$ cat config.mk
export PLATFORM = sky130hd
export DESIGN_NAME = sorted_list_merge_top
export DESIGN_NICKNAME = d
export VERILOG_FILES = /design/src/rtl/core/sml_pkg.sv /design/src/rtl/core/sml_buf.sv /design/src/rtl/core/sml_seq.sv /design/src/rtl/core/sorted_list_merge_top.sv
export SDC_FILE = /design/constraint.sdc
export NUM_CORES = 2
export LEC_CHECK = 0
export BUFFER_PORTS_ARGS = -buffer_cell sky130_fd_sc_hd__buf_2
export CAP_MARGIN = 20
export CORE_AREA = 4 4 359 625
export CTS_BUF_LIST = sky130_fd_sc_hd__clkbuf_16
export CTS_CLUSTER_SIZE = 20
export DETAILED_ROUTE_END_ITERATION = 10
export DIE_AREA = 0 0 363 629
export RECOVER_POWER = 100
export SETUP_SLACK_MARGIN = 0.2
export SYNTH_ARGS = -nofsm -noshare
export SYNTH_HDL_FRONTEND = slang
export SYNTH_HIERARCHICAL = 1
export SYNTH_SLANG_ARGS = --single-unit
export TNS_END_PERCENT = 50
$ cat constraint.sdc
create_clock -name i_clk -period 5.69 [get_ports i_clk]
set_input_delay 1.138 -clock i_clk [delete_from_list [all_inputs] [get_ports i_clk]]
set_output_delay 1.138 -clock i_clk [all_outputs]
set_load 0.05 [all_outputs]
$ cat src/rtl/core/sml_pkg.sv
// sml_pkg: shared types and constants of the sorted list merge block
// no dependencies; imported by every module under rtl/core
package sml_pkg;

    localparam int DATA_W          = 32;
    localparam int CNT_W           = 6;
    localparam int CFG_IDX_W       = 1;
    localparam int LIST_DEPTH_DEF  = 32;

    // configuration register indexes
    localparam logic [CFG_IDX_W-1:0] CFG_COUNT_FIRST  = 1'b0;
    localparam logic [CFG_IDX_W-1:0] CFG_COUNT_SECOND = 1'b1;

    typedef struct packed {
        logic                     list_sel;
        logic signed [DATA_W-1:0] value;
    } t_in_item;

    typedef struct packed {
        logic signed [DATA_W-1:0] merged_value;
        logic                     from_second;
        logic                     last;
    } t_out_item;

endpackage

$ cat src/rtl/core/sml_buf.sv
// sml_buf: one list buffer, single write port, registered read port
// uses sml_pkg for the data width
module sml_buf
    import sml_pkg::*;
#(
    parameter int DEPTH = LIST_DEPTH_DEF,
    parameter int AW    = 5
) (
    input  logic                     i_clk,
    input  logic                     i_wr_en,
    input  logic [AW-1:0]            i_wr_addr,
    input  logic signed [DATA_W-1:0] i_wr_data,
    input  logic [AW-1:0]            i_rd_addr,
    output logic signed [DATA_W-1:0] o_rd_data
);

    logic signed [DATA_W-1:0] r_mem [DEPTH];
    logic signed [DATA_W-1:0] r_rd_data;

    always_ff @(posedge i_clk) begin
        if (i_wr_en) begin
            r_mem[i_wr_addr] <= i_wr_data;
        end
        r_rd_data <= r_mem[i_rd_addr];
    end

    assign o_rd_data = r_rd_data;

endmodule

$ cat src/rtl/core/sml_seq.sv
// sml_seq: load sequencer and merge walker over the two list buffers
// uses sml_pkg item types; drives the buffer ports and the output register
module sml_seq
    import sml_pkg::*;
#(
    parameter int AW = 5,
    parameter int FW = 6
) (
    input  logic                     i_clk,
    input  logic                     i_rst_n,
    input  logic                     i_in_valid,
    input  t_in_item                 i_in_item,
    output logic                     o_in_stall,
    input  logic [FW-1:0]            i_n1,
    input  logic [FW-1:0]            i_n2,
    output logic                     o_wr_en1,
    output logic                     o_wr_en2,
    output logic [AW-1:0]            o_wr_addr,
    output logic [AW-1:0]            o_rd_addr1,
    output logic [AW-1:0]            o_rd_addr2,
    input  logic signed [DATA_W-1:0] i_rd_data1,
    input  logic signed [DATA_W-1:0] i_rd_data2,
    output logic                     o_out_valid,
    input  logic                     i_out_stall,
    output t_out_item                o_out_item
);

    typedef enum logic [1:0] {S_LOAD, S_PRIME, S_MERGE} t_state;

    t_state         r_state;
    logic [FW-1:0]  r_f1, r_f2, r_i, r_j;
    logic           r_out_valid;
    t_out_item      r_out_item;

    logic           in_acc, out_free, pick, take1, full, last;
    logic [FW-1:0]  f1_nx, f2_nx, n_i, n_j;
    logic [FW:0]    total;

    always_comb begin
        in_acc   = i_in_valid && (r_state == S_LOAD);
        o_wr_en1 = in_acc && !i_in_item.list_sel && (r_f1 < i_n1);
        o_wr_en2 = in_acc &&  i_in_item.list_sel && (r_f2 < i_n2);
        o_wr_addr = i_in_item.list_sel ? r_f2[AW-1:0] : r_f1[AW-1:0];
        f1_nx    = r_f1 + FW'(o_wr_en1);
        f2_nx    = r_f2 + FW'(o_wr_en2);
        full     = (f1_nx >= i_n1) && (f2_nx >= i_n2);
        total    = {1'b0, i_n1} + {1'b0, i_n2};

        // ties go to the second list
        out_free = !r_out_valid || !i_out_stall;
        take1    = (r_i < i_n1) && ((r_j >= i_n2) || (i_rd_data1 < i_rd_data2));
        pick     = (r_state == S_MERGE) && out_free;
        n_i      = r_i + FW'(pick && take1);
        n_j      = r_j + FW'(pick && !take1);
        last     = (({1'b0, r_i} + {1'b0, r_j} + (FW+1)'(1)) == total);

        // read the next head each cycle so the registered buffer read has it ready in the next cycle
        o_rd_addr1 = n_i[AW-1:0];
        o_rd_addr2 = n_j[AW-1:0];
    end

    always_ff @(posedge i_clk) begin
        if (!i_rst_n) begin
            r_state     <= S_LOAD;
            r_f1        <= '0;
            r_f2        <= '0;
            r_i         <= '0;
            r_j         <= '0;
            r_out_valid <= 1'b0;
        end else begin
            if (pick) begin
                r_out_valid <= 1'b1;
            end else if (!i_out_stall) begin
                r_out_valid <= 1'b0;
            end
            unique case (r_state)
                S_LOAD: begin
                    if (in_acc) begin
                        r_f1 <= full ? '0 : f1_nx;
                        r_f2 <= full ? '0 : f2_nx;
                        if (full) begin
                            r_i  <= '0;
                            r_j  <= '0;
                            if (total != '0) begin
                                r_state <= S_PRIME;
                            end
                        end
                    end
                end
                S_PRIME: begin
                    r_state <= S_MERGE;
                end
                S_MERGE: begin
                    if (pick) begin
                        r_out_item.merged_value <= take1 ? i_rd_data1 : i_rd_data2;
                        r_out_item.from_second  <= !take1;
                        r_out_item.last         <= last;
                        r_i                     <= n_i;
                        r_j                     <= n_j;
                        if (last) begin
                            r_state <= S_LOAD;
                        end
                    end
                end
                default: begin
                    r_state <= S_LOAD;
                end
            endcase
        end
    end

    assign o_in_stall  = (r_state != S_LOAD);
    assign o_out_valid = r_out_valid;
    assign o_out_item  = r_out_item;

endmodule

$ cat src/rtl/core/sorted_list_merge_top.sv
// sorted_list_merge_top: count registers, two list buffers and the merge sequencer
// uses sml_pkg, sml_buf and sml_seq
//
//   channel   direction   handshake                 payload
//   in        input       i_in_valid / o_in_stall   i_in_item  (t_in_item)
//   out       output      o_out_valid / i_out_stall o_out_item (t_out_item)
//   cfg       input       i_cfg_valid / o_cfg_ready i_cfg_index, i_cfg_data
//
// loading takes one item per cycle, one buffer write each while its list is not yet full
// the item that fills both lists is followed by the S_PRIME state to read both heads,
// then n1 + n2 results at one per cycle unless the output stalls, paced by the registered buffer reads
// the input is stalled after that item until the last result is registered
// synchronous active-low reset clears the counts, fills, merge indexes, state and output valid
module sorted_list_merge_top
    import sml_pkg::*;
#(
    parameter int LIST_DEPTH = LIST_DEPTH_DEF
) (
    input  logic                 i_clk,
    input  logic                 i_rst_n,
    input  logic                 i_in_valid,
    input  t_in_item             i_in_item,
    output logic                 o_in_stall,
    output logic                 o_out_valid,
    input  logic                 i_out_stall,
    output t_out_item            o_out_item,
    input  logic                 i_cfg_valid,
    output logic                 o_cfg_ready,
    input  logic [CFG_IDX_W-1:0] i_cfg_index,
    input  logic [CNT_W-1:0]     i_cfg_data
);

    localparam int AW = (LIST_DEPTH > 1) ? $clog2(LIST_DEPTH) : 1;
    localparam int FW = $clog2(LIST_DEPTH + 1);

    logic [CNT_W-1:0]         r_count_first, r_count_second;
    logic [FW-1:0]            n1, n2;
    logic                     wr_en1, wr_en2;
    logic [AW-1:0]            wr_addr, rd_addr1, rd_addr2;
    logic signed [DATA_W-1:0] rd_data1, rd_data2;

    assign o_cfg_ready = 1'b1;

    always_ff @(posedge i_clk) begin
        if (!i_rst_n) begin
            r_count_first  <= '0;
            r_count_second <= '0;
        end else if (i_cfg_valid) begin
            unique case (i_cfg_index)
                CFG_COUNT_FIRST:  r_count_first  <= i_cfg_data;
                CFG_COUNT_SECOND: r_count_second <= i_cfg_data;
                default: ;
            endcase
        end
    end

    // counts above the buffer depth act as the depth
    assign n1 = (r_count_first  > CNT_W'(LIST_DEPTH)) ? FW'(LIST_DEPTH)
                                                     : r_count_first[FW-1:0];
    assign n2 = (r_count_second > CNT_W'(LIST_DEPTH)) ? FW'(LIST_DEPTH)
                                                     : r_count_second[FW-1:0];

    sml_buf #(.DEPTH(LIST_DEPTH), .AW(AW)) u_buf_first (
        .i_clk     (i_clk),
        .i_wr_en   (wr_en1),
        .i_wr_addr (wr_addr),
        .i_wr_data (i_in_item.value),
        .i_rd_addr (rd_addr1),
        .o_rd_data (rd_data1)
    );

    sml_buf #(.DEPTH(LIST_DEPTH), .AW(AW)) u_buf_second (
        .i_clk     (i_clk),
        .i_wr_en   (wr_en2),
        .i_wr_addr (wr_addr),
        .i_wr_data (i_in_item.value),
        .i_rd_addr (rd_addr2),
        .o_rd_data (rd_data2)
    );

    sml_seq #(.AW(AW), .FW(FW)) u_seq (
        .i_clk       (i_clk),
        .i_rst_n     (i_rst_n),
        .i_in_valid  (i_in_valid),
        .i_in_item   (i_in_item),
        .o_in_stall  (o_in_stall),
        .i_n1        (n1),
        .i_n2        (n2),
        .o_wr_en1    (wr_en1),
        .o_wr_en2    (wr_en2),
        .o_wr_addr   (wr_addr),
        .o_rd_addr1  (rd_addr1),
        .o_rd_addr2  (rd_addr2),
        .i_rd_data1  (rd_data1),
        .i_rd_data2  (rd_data2),
        .o_out_valid (o_out_valid),
        .i_out_stall (i_out_stall),
        .o_out_item  (o_out_item)
    );

endmodule
==> impl_metrics.csv <==
group,metric,value,unit
yosys,syn_inst,5193,
yosys,synth_top_area_cell,"edfxtp_1",
detailed_routing,ant_nets,0,
yosys,synth_area,0.0872,mm2
clock_tree,postCtsSetupRepairBufs,0,
clock_tree,clk_path_buf_depth,4,
yosys,synth_fa_ha_area_share,1.25,%
yosys,synth_area_leaders,"edfxtp_1, mux2i_1, dfxtp_1",
die,dieArea,0.228,mm2
yosys,ys_warn_count,6,
yosys,ys_types,76,
place,io_buffers,80,
detailed_routing,wl,224000,um
grt,grt_pass1_wl,324000,um
timing,slew_headroom,-118,%
worst_setup_path,crit_slowest_cell,"nor2_2",
timing,period_needed,5.33,ns
layout,fin_util,44.7,%
timing,skew,0.0462,ns
layout,area_growth,12.2,%
yosys,syn-num-nets,5324,
die,rows,227,
layout,drive_above_1_share,10.4,%
timing,fmax,187,MHz
yosys,synth_edf_count,2082,
timing,slew_violations,2398,
yosys,synthArstFlopShare,0,%
clock_tree,cts_resized,0,
detailed_routing,vias,46800,
worst_setup_path,worstSetupEndpointType,"flop",
clock_tree,cts_tree,"built",
power_and_ir_drop,power_frac_seq,54.9,%
worst_setup_path,slowest_delay,1.60,ns
clock_tree,ctsHtreeMaxLevel,4,
timing,setup_tns,0,ns
detailed_routing,drtPass1Iterations,5,
hold_path,min_path_type,"flop to flop",
yosys,yosys-top-cells-count,"edfxtp_1, mux2i_1, nand3_1",
worst_setup_path,cpMostUsedCell,"a21o_1",
yosys,ys.flop_type,"edfxtp_1",
clock_tree,clkLatencyLatePin,0.83,ns
power_and_ir_drop,netSwitchingFraction,21.1,%
timing,final_hold_viol_count,0,
yosys,synth_top_area_share,71.7,%
yosys,synth_top_family_by_area,"multiplexers",
detailed_routing,viasPerCell,5.55,
status,violations,"capacitance limit, slew limit",
grt,grt_pass1_vias,47200,
yosys,synthSimpleGateAreaFrac,4.01,%
worst_setup_path,path_cells,"nor2b_1 > inv_1 > ha_1 > a21o_1 > a21o_1 > a21o_1 > a21o_1 > a21oi_1 > nand3_1 > nor2_2 > buf_4",
yosys,synth-xor-area-share,0.281,%
clock_tree,cts-root-buf,"clkbuf_16",
yosys,synth_area_per_cell,16.8,um2
layout,nNetsFinal,5549,
timing,finalCritPeriodShare,93.7,%
worst_setup_path,reg2reg_depth,11,
grt,grt_overflow_total,0,
grt,antenna_found_initial,7,
hold_path,hold_path_depth,2,
power_and_ir_drop,p_switching,6830,uW
power_and_ir_drop,pwr-share-comb,5.4,%
power_and_ir_drop,p_leak,0.0298,uW
die,initial_core_util,39.8,%
place,hpwl,140000,um
place,gp_congestion,0.841,
worst_setup_path,crit_fanout,22,
worst_setup_path,cp-start-kind,"flop",
clock_tree,cts_num_sinks,2185,
flow_run,cap_violations,45,
yosys,seq_area_frac_synth,74.0,%
detailed_routing,wl_per_cell,26.5,um
die,die_x,363,um
power_and_ir_drop,powerDensity,331,mW/mm2
detailed_routing,initialDrtViolationCount,3395,
yosys,synth_most_common_cell,"edfxtp_1",
die,coreArea,0.219,mm2
timing,finalSetupViolations,0,
clock_tree,cts.clk_slew.worst_paths,0.07,ns
die,fp.dieH,629,um
yosys,synth-seq-cells,2185,
clock_tree,cts_buffers,187,
yosys,synth-compound-area-share,6.24,%
power_and_ir_drop,p_int,25600,uW
grt,grt_max_degree,69,
grt,track_usage,19.1,%
power_and_ir_drop,ir_worst_vdd,0.244,mV
detailed_routing,drc,0,
worst_setup_path,required,6.21,ns
timing,rsz0062_at_grt,"false",
worst_setup_path,crit_type,"flop to flop",
die,io_pins,82,
status,status,"complete, but fails checks",
yosys,synthMuxAreaShare,12.0,%
clock_tree,ctsHoldBuffers,0,
worst_setup_path,arrival,5.85,ns
timing,worst_pin_slew,3.27,ns
power_and_ir_drop,p_clk_share,39.7,%
==> cell families after synthesis <==
family,count (synthesis)
AOI/OAI and AO/OA,766
xor gates and xnor gates,28
adders and majority gates,86
buffers and inverters,347
DFF,2185
muxes,1041
other,1
and+or+nand+nor,739
==> flip-flops by register name, indices dropped and copies added, names as in the netlist <==
signal / count
u_buf_first/r_mem: 1024
u_seq/r_i: 6
u_buf_first/o_rd_data: 32
r_count_second: 6
u_seq/r_j: 6
u_seq/r_f2: 6
u_seq/r_f1: 6
u_seq/o_out_valid: 1
u_seq/o_out_item: 34
r_count_first: 6
u_buf_second/r_mem: 1024
u_buf_second/o_rd_data: 32
u_seq/r_state: 2
==> area by class of cell <==
cell class	instances	area (um2)
clock buffers	189	4730
diodes	5	12.5
well taps	2862	3580
fillers	18800	121000
multi-input cells	2661	21000
inverters	58	218
clock inverters	147	1370
repair buffers	325	2410
flip-flops and latches	2185	64600
==> path summary, 6_finish.rpt <==
check	end	startpoint	slack (ns)
worst min register to register	r_count_first[2]$_SDFFE_PN0P_	r_count_first[2]$_SDFFE_PN0P_	0.46
worst min-delay path	r_count_first[2]$_SDFFE_PN0P_	r_count_first[2]$_SDFFE_PN0P_	0.46
worst max-delay path	u_buf_second/r_mem[7][9]$_DFFE_PP_	r_count_second[5]$_SDFFE_PN0P_	0.36
worst max register to register	u_buf_second/r_mem[7][9]$_DFFE_PP_	r_count_second[5]$_SDFFE_PN0P_	0.36
==> critical path, delay by kind of cell (launching register included) <==
| family | cells | cell delay, ns |
|---|---|---|
| adders and majority gates | 1 | 0.33 |
| AOI/OAI and AO/OA | 5 | 1.08 |
| DFF | 1 | 0.38 |
| and+or+nand+nor | 3 | 2.64 |
| buffers and inverters | 2 | 0.56 |
==> stage by stage <==
step	hold slack (ns)	total power (uW)	worst slack [ns]	area (um2)	cells
after floorplan	0.430	19200	0.809	87200	5193
after global placement	0.453	19900	0.518	92400	8078
after detailed placement	0.452	19900	0.504	92400	8079
after CTS	0.461	32700	0.494	98500	8415
after global routing	0.492	33400	0.123	97800	8430
final	0.460	32400	0.356	97800	8432
==> cells in the final DEF, fill, tap and decap left out, types with 27 or more instances in the layout <==
| cell type | count |
|---|---|
| bufinv_16 | 27 |
| a21oi_1 | 235 |
| a31oi_1 | 68 |
| nor3_1 | 68 |
| o311ai_0 | 31 |
| mux2i_1 | 1036 |
| nor2_1 | 30 |
| a22oi_1 | 192 |
| buf_2 | 27 |
| nor2_4 | 48 |
| buf_12 | 44 |
| a22o_1 | 130 |
| buf_4 | 98 |
| edfxtp_1 | 2082 |
| nand3_1 | 252 |
| clkinv_1 | 35 |
| ha_1 | 82 |
| clkbuf_16 | 189 |
| o21ai_0 | 51 |
| nand2_1 | 246 |
| clkinv_2 | 27 |
| clkbuf_2 | 55 |
| inv_1 | 99 |
| clkbuf_1 | 101 |
| dfxtp_1 | 103 |
==> power groups by stage <==
stage               Clock, uW  Combinational (uW)  Sequential [uW]
floorplan                   0                1110            18100
global placement            0                1790            18100
detailed placement          0                1820            18100
CTS                     13100                1820            17800
global route            13800                1850            17800
finish                  12900                1740            17800
==> per-layer routing <==
layer / vias up / share of wire (%) / track usage, %
met2: 1209 / 56 / 37.0
met3: 406 / 4.1 / 2.10
li1: 20800 / - / -
met5: - / 0.0058 / 0
met4: 2 / 3.6 / 6.59
met1: 24300 / 37 / 21.4
No activity file was read; power rests on OpenSTA's default activity.
